[src/rtl/fpsf_pkg.sv]
// package for the five-point stencil filter
// widths, reset values, register indexes and divide-by-ten constants
// no dependencies
package fpsf_pkg;

    localparam int PIXEL_BITS      = 16;
    localparam int SUM_BITS        = PIXEL_BITS + 4;
    localparam int WIDTH_CFG_BITS  = 11;
    localparam int HEIGHT_CFG_BITS = 13;
    localparam int CFG_DATA_BITS   = 13;
    localparam int CFG_INDEX_BITS  = 1;

    localparam int MAX_WIDTH_DEF  = 1024;
    localparam int MAX_HEIGHT_DEF = 4096;

    localparam logic [WIDTH_CFG_BITS-1:0]  IMAGE_WIDTH_RESET  = 11'd1024;
    localparam logic [HEIGHT_CFG_BITS-1:0] IMAGE_HEIGHT_RESET = 13'd1024;

    localparam logic [CFG_INDEX_BITS-1:0] CFG_IMAGE_WIDTH  = 1'b0;
    localparam logic [CFG_INDEX_BITS-1:0] CFG_IMAGE_HEIGHT = 1'b1;

    // rounding offset and reciprocal of ten for the sum
    localparam logic [SUM_BITS-1:0] ROUND_OFFSET = SUM_BITS'(5);
    localparam int DIV10_SHIFT = SUM_BITS + 3;
    localparam logic [SUM_BITS-1:0] DIV10_RECIP =
        SUM_BITS'(((64'd1 << DIV10_SHIFT) + 64'd9) / 64'd10);

    typedef struct packed {
        logic [SUM_BITS-1:0] sum;
        logic                last;
    } sum_word_t;

endpackage

[src/rtl/fpsf_div10.sv]
// rounded divide by ten of the stencil sum and the result output register
// depends on fpsf_pkg
module fpsf_div10 (
    input  logic                            clk,
    input  logic                            rst_n,
    input  logic                            sum_valid,
    output logic                            sum_stall,
    input  fpsf_pkg::sum_word_t             sum_word,
    output logic                            result_valid,
    input  logic                            result_stall,
    output logic [fpsf_pkg::PIXEL_BITS-1:0] pixel_out,
    output logic                            frame_last
);

    localparam int PB = fpsf_pkg::PIXEL_BITS;
    localparam int SB = fpsf_pkg::SUM_BITS;
    localparam int SH = fpsf_pkg::DIV10_SHIFT;

    logic            prod_valid_reg;
    logic [2*SB-1:0] prod_reg;
    logic            prod_last_reg;
    logic            result_valid_reg;
    logic [PB-1:0]   pixel_out_reg;
    logic            frame_last_reg;

    logic            out_move, prod_move;
    logic [2*SB-1:0] prod_next;

    assign out_move  = !result_valid_reg || !result_stall;
    assign prod_move = !prod_valid_reg || out_move;
    assign sum_stall = !prod_move;

    assign prod_next = {SB'(0), sum_word.sum} * {SB'(0), fpsf_pkg::DIV10_RECIP};

    always_ff @(posedge clk or negedge rst_n)
    begin
        if (!rst_n)
        begin
            prod_valid_reg   <= 1'b0;
            result_valid_reg <= 1'b0;
        end
        else
        begin
            if (prod_move)
            begin
                prod_valid_reg <= sum_valid;
            end
            if (out_move)
            begin
                result_valid_reg <= prod_valid_reg;
            end
        end
    end

    always_ff @(posedge clk)
    begin
        if (prod_move && sum_valid)
        begin
            prod_reg      <= prod_next;
            prod_last_reg <= sum_word.last;
        end
        if (out_move && prod_valid_reg)
        begin
            pixel_out_reg  <= prod_reg[SH+PB-1:SH];
            frame_last_reg <= prod_last_reg;
        end
    end

    assign result_valid = result_valid_reg;
    assign pixel_out    = pixel_out_reg;
    assign frame_last   = frame_last_reg;

endmodule

[config.mk]
export PLATFORM = sky130hd
export DESIGN_NAME = fpsf_div10
export DESIGN_NICKNAME = d
export VERILOG_FILES = /design/src/rtl/fpsf_pkg.sv /design/src/rtl/fpsf_div10.sv
export SDC_FILE = /design/constraint.sdc
export NUM_CORES = 1
export LEC_CHECK = 0
export ABC_AREA = 1
export BUFFER_PORTS_ARGS = -buffer_cell sky130_fd_sc_hd__buf_2
export CORE_MARGIN = 1.5
export CORE_UTILIZATION = 65
export CTS_CLUSTER_SIZE = 14
export DETAILED_ROUTE_END_ITERATION = 10
export GPL_ROUTABILITY_DRIVEN = 0
export PLACE_DENSITY_LB_ADDON = 0.25
export RECOVER_POWER = 25
export REMOVE_ABC_BUFFERS = 1
export SKIP_CTS_REPAIR_TIMING = 1
export SLEW_MARGIN = 20
export SYNTH_ARGS = -nofsm -noshare
export SYNTH_HDL_FRONTEND = slang
export SYNTH_SLANG_ARGS = --single-unit
[constraint.sdc]
create_clock -name clk -period 1.95 [get_ports clk]
set_input_delay 0.195 -clock clk [delete_from_list [all_inputs] [get_ports clk]]
set_output_delay 0.195 -clock clk [all_outputs]
set_load 0.02 [all_outputs]
==> impl_metrics.yaml, run 1 <==
outcome:
  status: "finished, violations left"
  violations: "setup timing"
route:
  viasPerCell: 6.13
  antenna_left: 0
  vias: 8845
  first_pass_iters: 8
  detail_route.drc_violations: 0
  totalWireLength_microns: 33600
  wl_per_cell_microns: 23.3
  drt_first_iter_violations: 988
finish:
  area_growth_syn_to_layout_pct: 30.4
  fillers: 602
  final_net_count: 1613
  fin_area_sq_um: 11900
  drive_gt1_frac: 0.305
  final_cell_mix: "inv_1 (258), nand2_1 (190), ha_1 (148)"
  final_common_cell: "inv_1"
yosys:
  synth.ff_latch_count: 36
  synth.avg_cell_area_sq_um: 8.56
  synth_edf_count: 34
  syn_area_sq_um: 9140
  ys_seq_area_frac: 0.117
  ys.warnings.count: 0
  ys.flop_type: "edfxtp_1"
  syn-instance-count: 1068
  ys_types: 31
  async_flop_share: 0.0556
sta:
  fmax_mhz: 189
  finalSetupViolations: 16
  layout_worst_path_cycle_share: 2.71
  setup_ws_ns: -3.34
  tightest_slew_ns: 0.483
  rsz0062_at_grt: "true"
  slew_viol_final: 0
  min_period_ns: 5.29
  max_slew_margin: 0.678
  finClkSkew_ns: 0.00311
  finalHoldViolCount: 0
die:
  die_w_microns: 122
  core-area_sq_um: 13800
  die_h_microns: 122
  ios: 44
  dieArea_sq_um: 14800
  row_count: 43
  initial_utilization: 0.661
grt:
  grt_overflow_total: 0
  antenna_found_initial: 0
  grt_max_degree: 18
  grt_usage: 0.355
  grt_first_pass_wirelength_microns: 39900
  grt_pass1_vias: 8204
clocking:
  cts_root_buffer: "clkbuf_16"
  cts_buffers: 5
  cts_tree: "done"
  cts_max_level: 2
  clkLatencyLatePin_ns: 0.28
  path_clk_slew_ns: 0.06
  cts_sinks: 36
  clockBufferDepth: 2
critical_path:
  critPathArrivalTime_ns: 5.33
  cp_cell_sequence: "clkbuf_4, ha_1, xor2_2, ha_1, fa_1, fa_1, fa_1, fa_1, ha_4, ha_4, nand2_1, inv_2, nand2_4, nor4_1, nand2_1, nand3_1, nand2_1"
  critPathMaxFanout: 6
  slowest_delay_ns: 0.58
  worstSetupStartpointType: "input port"
  slowest_stage: "fa_1"
  crit_path_frequent_cell: "fa_1"
  worstSetupPathType: "in2reg"
  crit_path_end_kind: "register"
  required_ns: 1.99
worst_hold_path:
  min-delay-path-class: "in2reg"
placed_design:
  io_buffers: 43
  place_hpwl_microns: 22000
  placed_area_sq_um: 10600
flow_run:
  drv_cap: 0
per-layer routing:
layer / up-vias / track usage / wire length (microns)
met4: 0 / 0.158 / 3750
li1: 3673 / - / -
met3: 334 / 0.0304 / 3000
met5: - / 0 / 0
met2: 726 / 0.634 / 15700
met1: 4112 / 0.440 / 11100
cell usage after synthesis (6+ instances only):
cell type	n	area (sq um)
a21o_1	6	45.0
a21oi_1	36	180
edfxtp_1	34	1020
fa_1	129	2580
ha_1	197	2460
inv_1	273	1020
nand2_1	227	852
nand3_1	30	150
nor2_1	55	206
o21ai_0	7	35.0
o21bai_1	9	67.6
xor2_1	18	158
worst paths after layout:
check / startpoint / end / slack [ns] / cells past startpoint
worst max-delay path: sum_word[3] / prod_reg[33] / -3.34 / 17
worst min-delay path: sum_word[0] / prod_last_reg / 0.10 / 1
worst max register to register: result_valid / prod_reg[30] / 0.64 / 6
worst min register to register: prod_last_reg / frame_last / 0.42 / 0
max in group asynchronous: rst_n / result_valid / 1.57 / 2
min in group asynchronous: rst_n / prod_valid_reg / 0.24 / 2
layout make-up:
type,instances,area [sq um],share of cell area
repair buffers,188,1390,0.117
multi-input cells,754,8050,0.675
well taps,180,225,0.0189
clock buffers,5,125,0.0105
diodes,1,2.50,0.000210
inverters,277,1040,0.0876
clock inverters,3,18.8,0.00157
flip-flops and latches,36,1070,0.0898
per-stage QoR:
step                      TNS [ns]  instances  utilization  setup WS, ns  hold slack (ns)
after floorplan             -43.23       1067            -         -2.78           -0.101
after global placement      -50.88       1424        0.766         -3.27          -0.0188
after detailed placement    -52.27       1424        0.766         -3.36          -0.0133
after CTS                   -48.11       1432        0.776         -3.12           -0.308
after global routing        -53.14       1443        0.862         -3.43           0.0922
final                       -51.62       1444        0.863         -3.34            0.102
logic make-up after synthesis:
family	after synthesis	share of synthesized area
adder cells (fa/ha/maj)	326	0.552
flip-flops	36	0.117
buffers and inverters	278	0.114
XOR/XNOR	22	0.0211
AND/OR/NAND/NOR	344	0.157
AO/OA/AOI/OAI	62	0.0384
worst max-delay path: cells and delay by family:
| family | cells | cell delay [ns] |
|---|---|---|
| xor+xnor | 1 | 0.44 |
| buf+inv | 2 | 0.32 |
| fa+ha+maj | 8 | 3.51 |
| simple gates | 6 | 0.85 |
Power of run 1 is not shown: default switching activity piles up to over one toggle a cycle in this logic, so the estimate is an artifact.
==> inputs of run 2 (changes only) <==
Settings changed: ABC_AREA 1 to not set, SLEW_MARGIN 20 to not set.
==> impl_metrics.yaml, run 2 <==
outcome:
  status: "finished, violations left"
  violations: "setup timing"
critical_path:
  critPathArrivalTime_ns: 6.08
  cp_cell_sequence: "clkbuf_4, ha_4, ha_1, inv_1, fa_1, inv_1, fa_1, fa_1, fa_1, inv_1, fa_1, inv_2, ha_4, a21oi_4, o211ai_1, a221o_1, a31oi_4, o21ai_2, a211oi_2, xnor2_1"
  crit_path_end_kind: "register"
  cp_top_family: "adder cells"
  worstSetupPathType: "in2reg"
  slowest_stage: "fa_1"
  worst-path-buf-inv: 5
  reg2reg_depth: 3
  critPathMaxFanout: 5
  reg2reg_slack_ns: 0.70
  required_ns: 1.98
  worstSetupStartpointType: "input port"
  slowest_delay_ns: 0.71
  crit_path_frequent_cell: "fa_1"
  reg2reg_from: "result_valid"
  rr_endpoint: "prod_reg[28]"
route:
  detail_route.drc_violations: 0
  wl_per_cell_microns: 29.9
  vias: 8074
  drt_first_iter_violations: 876
  totalWireLength_microns: 35100
  antenna_left: 0
  viasPerCell: 6.88
  first_pass_iters: 7
yosys:
  ys_seq_area_frac: 0.127
  synth.area.top_cells: "fa_1 (31%), ha_1 (29%), edfxtp_1 (12%), inv_1 (8.0%), xor2_1 (2.4%)"
  yosysTopAreaCellShare: 0.307
  async_flop_share: 0.0556
  syn_area_sq_um: 8420
  yosysMostFrequentCell: "ha_1"
  ys.warnings.count: 0
  ys.flop_type: "edfxtp_1"
  yosysTopAreaCell: "fa_1"
  syn-instance-count: 787
  synth.avg_cell_area_sq_um: 10.7
  synth.ff_latch_count: 36
  ys_types: 56
  synth_commonest_cells: "ha_1 (197), inv_1 (179), fa_1 (129)"
  synth_edf_count: 34
sta:
  finClkSkew_ns: 0.00581
  layout_worst_path_cycle_share: 3.10
  tightest_slew_ns: 0.388
  timing.hold.ws_ns: 0.109
  min_period_ns: 6.05
  finalHoldViolCount: 0
  setup_ws_ns: -4.10
  max_slew_margin: 0.739
  finalSetupViolations: 16
  rsz0062_at_grt: "true"
  fmax_mhz: 165
  slew_viol_final: 0
clocking:
  cts_sinks: 36
  cts_max_level: 2
  cts_root_buffer: "clkbuf_16"
  clockBufferDepth: 2
  cts_tree: "done"
  cts_buffers: 5
  clkLatencyLatePin_ns: 0.28
  path_clk_slew_ns: 0.06
worst_hold_path:
  min_path_cells: 1
  min-delay-start: "sum_word[0]"
  whs_endpoint: "prod_last_reg"
  min-delay-path-class: "in2reg"
finish:
  drive_gt1_frac: 0.380
  area_growth_syn_to_layout_pct: 35.2
  fin_util: 0.902
  final_common_cell: "buf_4"
  final_cell_mix: "buf_4 (166), inv_1 (158), ha_1 (145)"
  final_net_count: 1351
  fin_area_sq_um: 11400
flow_run:
  drv_cap: 0
placed_design:
  place_hpwl_microns: 20300
  io_buffers: 43
  placed_area_sq_um: 10000
die:
  core-area_sq_um: 12600
  dieArea_sq_um: 13600
  die_h_microns: 117
  initial_utilization: 0.667
  ios: 44
  row_count: 41
  die_w_microns: 117
grt:
  grt_overflow_total: 0
  grt_first_pass_wirelength_microns: 36100
  grt_max_degree: 18
  antenna_found_initial: 2
  grt_usage: 0.357
  grt_pass1_vias: 7267
==> run 2: cell types whose count changed after synthesis, moves of 5 or more <==
cell / previous run / this run
nand2_1: 227 / 30
inv_1: 273 / 179
nor2_1: 55 / 9
nand3_1: 30 / 8
o21ai_0: 7 / 21
and2_1: 2 / 10
clkbuf_1: 1 / 9
xnor2_1: 4 / 12
a21o_1: 6 / 12
a21oi_1: 36 / 30
nand2_2: 5 / 0
nand4_1: 4 / 9
nor2_2: 5 / 0
xor2_1: 18 / 23
==> run 2: kinds of logic (layout without fill, tap and decap cells) <==
group,count (synthesis),count (layout),synth area share
adders and majority gates,326,326,0.599
buffers and inverters,189,403,0.0844
AOI/OAI and AO/OA,109,109,0.0944
and+or+nand+nor,92,92,0.0582
DFF,36,36,0.127
xor gates and xnor gates,35,35,0.0364
other,0,1,0
==> run 2: area by class of cell <==
class | count | area [sq um]
fill | 484 | 1230
sequential | 36 | 1070
clock buffer | 5 | 125
clock inverter | 3 | 18.8
inverter | 179 | 672
multi-input combinational | 562 | 7620
antenna | 1 | 2.50
timing repair buffer | 216 | 1660
tap | 172 | 215
==> run 2: per-stage QoR <==
stage	setup TNS [ns]	std cells	setup WS [ns]
finish	-62.51	1174	-4.10
CTS	-53.62	1160	-3.49
global route	-64.94	1173	-4.21
floorplan	-53.85	777	-3.32
detailed placement	-57.93	1152	-3.76
global placement	-55.79	1152	-3.61
==> run 2: worst max-delay path by stage <==
| stage | endpoint | depth (start not counted) | startpoint | slack, ns |
|---|---|---|---|---|
| final | prod_reg[38] | 20 | sum_word[6] | -4.10 |
| after global routing | prod_reg[38] | 20 | sum_word[6] | -4.21 |
| after CTS | prod_reg[31] | 18 | sum_word[12] | -3.49 |
| after detailed placement | prod_reg[38] | 20 | sum_word[16] | -3.76 |
| after global placement | prod_reg[31] | 18 | sum_word[12] | -3.61 |
| after floorplan | prod_reg[31] | 21 | sum_word[9] | -3.32 |
==> run 2: layer usage <==
layer	global-route usage	vias to the layer above	routed length (microns)
met5	0	-	58
met4	0.186	2	4610
met3	0.0566	424	4460
met2	0.604	893	15400
met1	0.444	3712	10600
li1	-	3043	-
Power of run 2 is left out for the same reason.
==> inputs of run 3 (changes only) <==
Settings changed: CORE_UTILIZATION 65 to 58.
Clock period 1.95 ns to 4.9 ns, I/O delays scaled along.
==> impl_metrics.yaml, run 3 (synthesized netlist as in run 2, its figures left out) <==
sta:
  rsz0062_at_grt: "true"
  tightest_slew_ns: 0.781
  finalSetupViolations: 16
  min_period_ns: 5.62
  slew_viol_final: 0
  max_slew_margin: 0.479
  setup_ws_ns: -0.717
  layout_worst_path_cycle_share: 1.15
  finClkSkew_ns: 0.00368
  finalHoldViolCount: 0
  fmax_mhz: 178
critical_path:
  required_ns: 4.92
  worst-path-buf-inv: 6
  cp_top_family: "adder cells"
  critPathArrivalTime_ns: 5.64
  cp_cell_sequence: "buf_8, ha_4, ha_4, inv_2, fa_1, inv_2, fa_1, fa_1, fa_1, inv_2, fa_1, inv_2, ha_4, a21oi_2, o211ai_1, a221o_1, a31oi_4, buf_4, nand2_1, a21oi_2, xnor2_1"
  crit_path_frequent_cell: "fa_1"
  worstSetupStartpointType: "input port"
  crit_path_end_kind: "register"
  slowest_stage: "fa_1"
  slowest_delay_ns: 0.59
  reg2reg_from: "result_valid"
  reg2reg_depth: 2
  worstSetupPathType: "in2reg"
  critPathMaxFanout: 5
  rr_endpoint: "prod_reg[34]"
  reg2reg_slack_ns: 3.32
clocking:
  cts_max_level: 2
  cts_buffers: 5
  cts_sinks: 36
  cts_root_buffer: "clkbuf_16"
  path_clk_slew_ns: 0.05
  clockBufferDepth: 2
  clkLatencyLatePin_ns: 0.28
  cts_tree: "done"
grt:
  antenna_found_initial: 0
  grt_first_pass_wirelength_microns: 34600
  grt_max_degree: 18
  grt_util_met3: 0.0415
  grt_usage: 0.299
  use_met2: 0.522
  busiest_layer: "met2"
  grt_overflow_total: 0
  grt_pass1_vias: 7072
  use_met1: 0.384
finish:
  antennaDiodeCount: 0
  fillers: 869
  final_net_count: 1329
  area_growth_syn_to_layout_pct: 27.3
  multi_input_area_sq_um: 7200
  fin_util: 0.763
  drive_gt1_frac: 0.295
  regArea_sq_um: 1070
  final_cell_mix: "inv_1 (175), ha_1 (166), buf_4 (147)"
  final_common_cell: "inv_1"
route:
  detail_route.drc_violations: 0
  wl_per_cell_microns: 20.0
  antenna_left: 0
  viasPerCell: 5.74
  vias: 6650
  drt_first_iter_violations: 483
  totalWireLength_microns: 23100
  first_pass_iters: 7
worst_hold_path:
  whs_endpoint: "prod_last_reg"
  min_path_cells: 1
  min-delay-start: "sum_word[0]"
  min-delay-path-class: "in2reg"
die:
  die_w_microns: 123
  ios: 44
  dieArea_sq_um: 15200
  core-area_sq_um: 14000
  die_h_microns: 123
  row_count: 43
  initial_utilization: 0.600
flow_run:
  drv_cap: 0
outcome:
  violations: "setup timing"
  status: "finished, violations left"
placed_design:
  place_hpwl_microns: 19200
  io_buffers: 43
[run 3: per-layer routing]
metal | routed length [microns] | share of wire | up-vias
met5 | 0 | 0 | -
met1 | 8800 | 0.38 | 3314
met3 | 1330 | 0.057 | 82
met4 | 860 | 0.037 | 0
li1 | - | - | 2996
met2 | 12200 | 0.53 | 258
[run 3: layout make-up]
type,instances,share of cell area
Clock inverter,2,0.00105
Multi-Input combinational cell,562,0.672
Sequential cell,36,0.0999
Tap cell,180,0.0210
Inverter,179,0.0627
Clock buffer,6,0.0120
Timing Repair Buffer,194,0.131
[run 3: worst max-delay path by stage]
stage | from | end | slack (ns) | cells past startpoint
floorplan | sum_word[9] | prod_reg[31] | -0.66 | 21
global placement | sum_word[12] | prod_reg[38] | -1.0 | 18
detailed placement | sum_word[5] | prod_reg[37] | -1.10 | 18
CTS | sum_word[12] | prod_reg[38] | -0.84 | 18
global route | sum_word[5] | prod_reg[34] | -0.83 | 21
finish | sum_word[2] | prod_reg[34] | -0.72 | 21
[run 3: through the flow]
stage | hold slack (ns) | TNS (ns) | std cells | instance area [sq um] | setup slack, ns
finish | 0.388 | -8.49 | 1159 | 10700 | -0.717
floorplan | 0.194 | -6.82 | 777 | 8380 | -0.662
CTS | -0.0164 | -10.84 | 1156 | 10100 | -0.836
global placement | 0.274 | -14.04 | 1148 | 9930 | -0.995
global route | 0.381 | -10.55 | 1159 | 10700 | -0.832
detailed placement | 0.278 | -15.06 | 1148 | 9930 | -1.10
Power of run 3 is left out for the same reason.
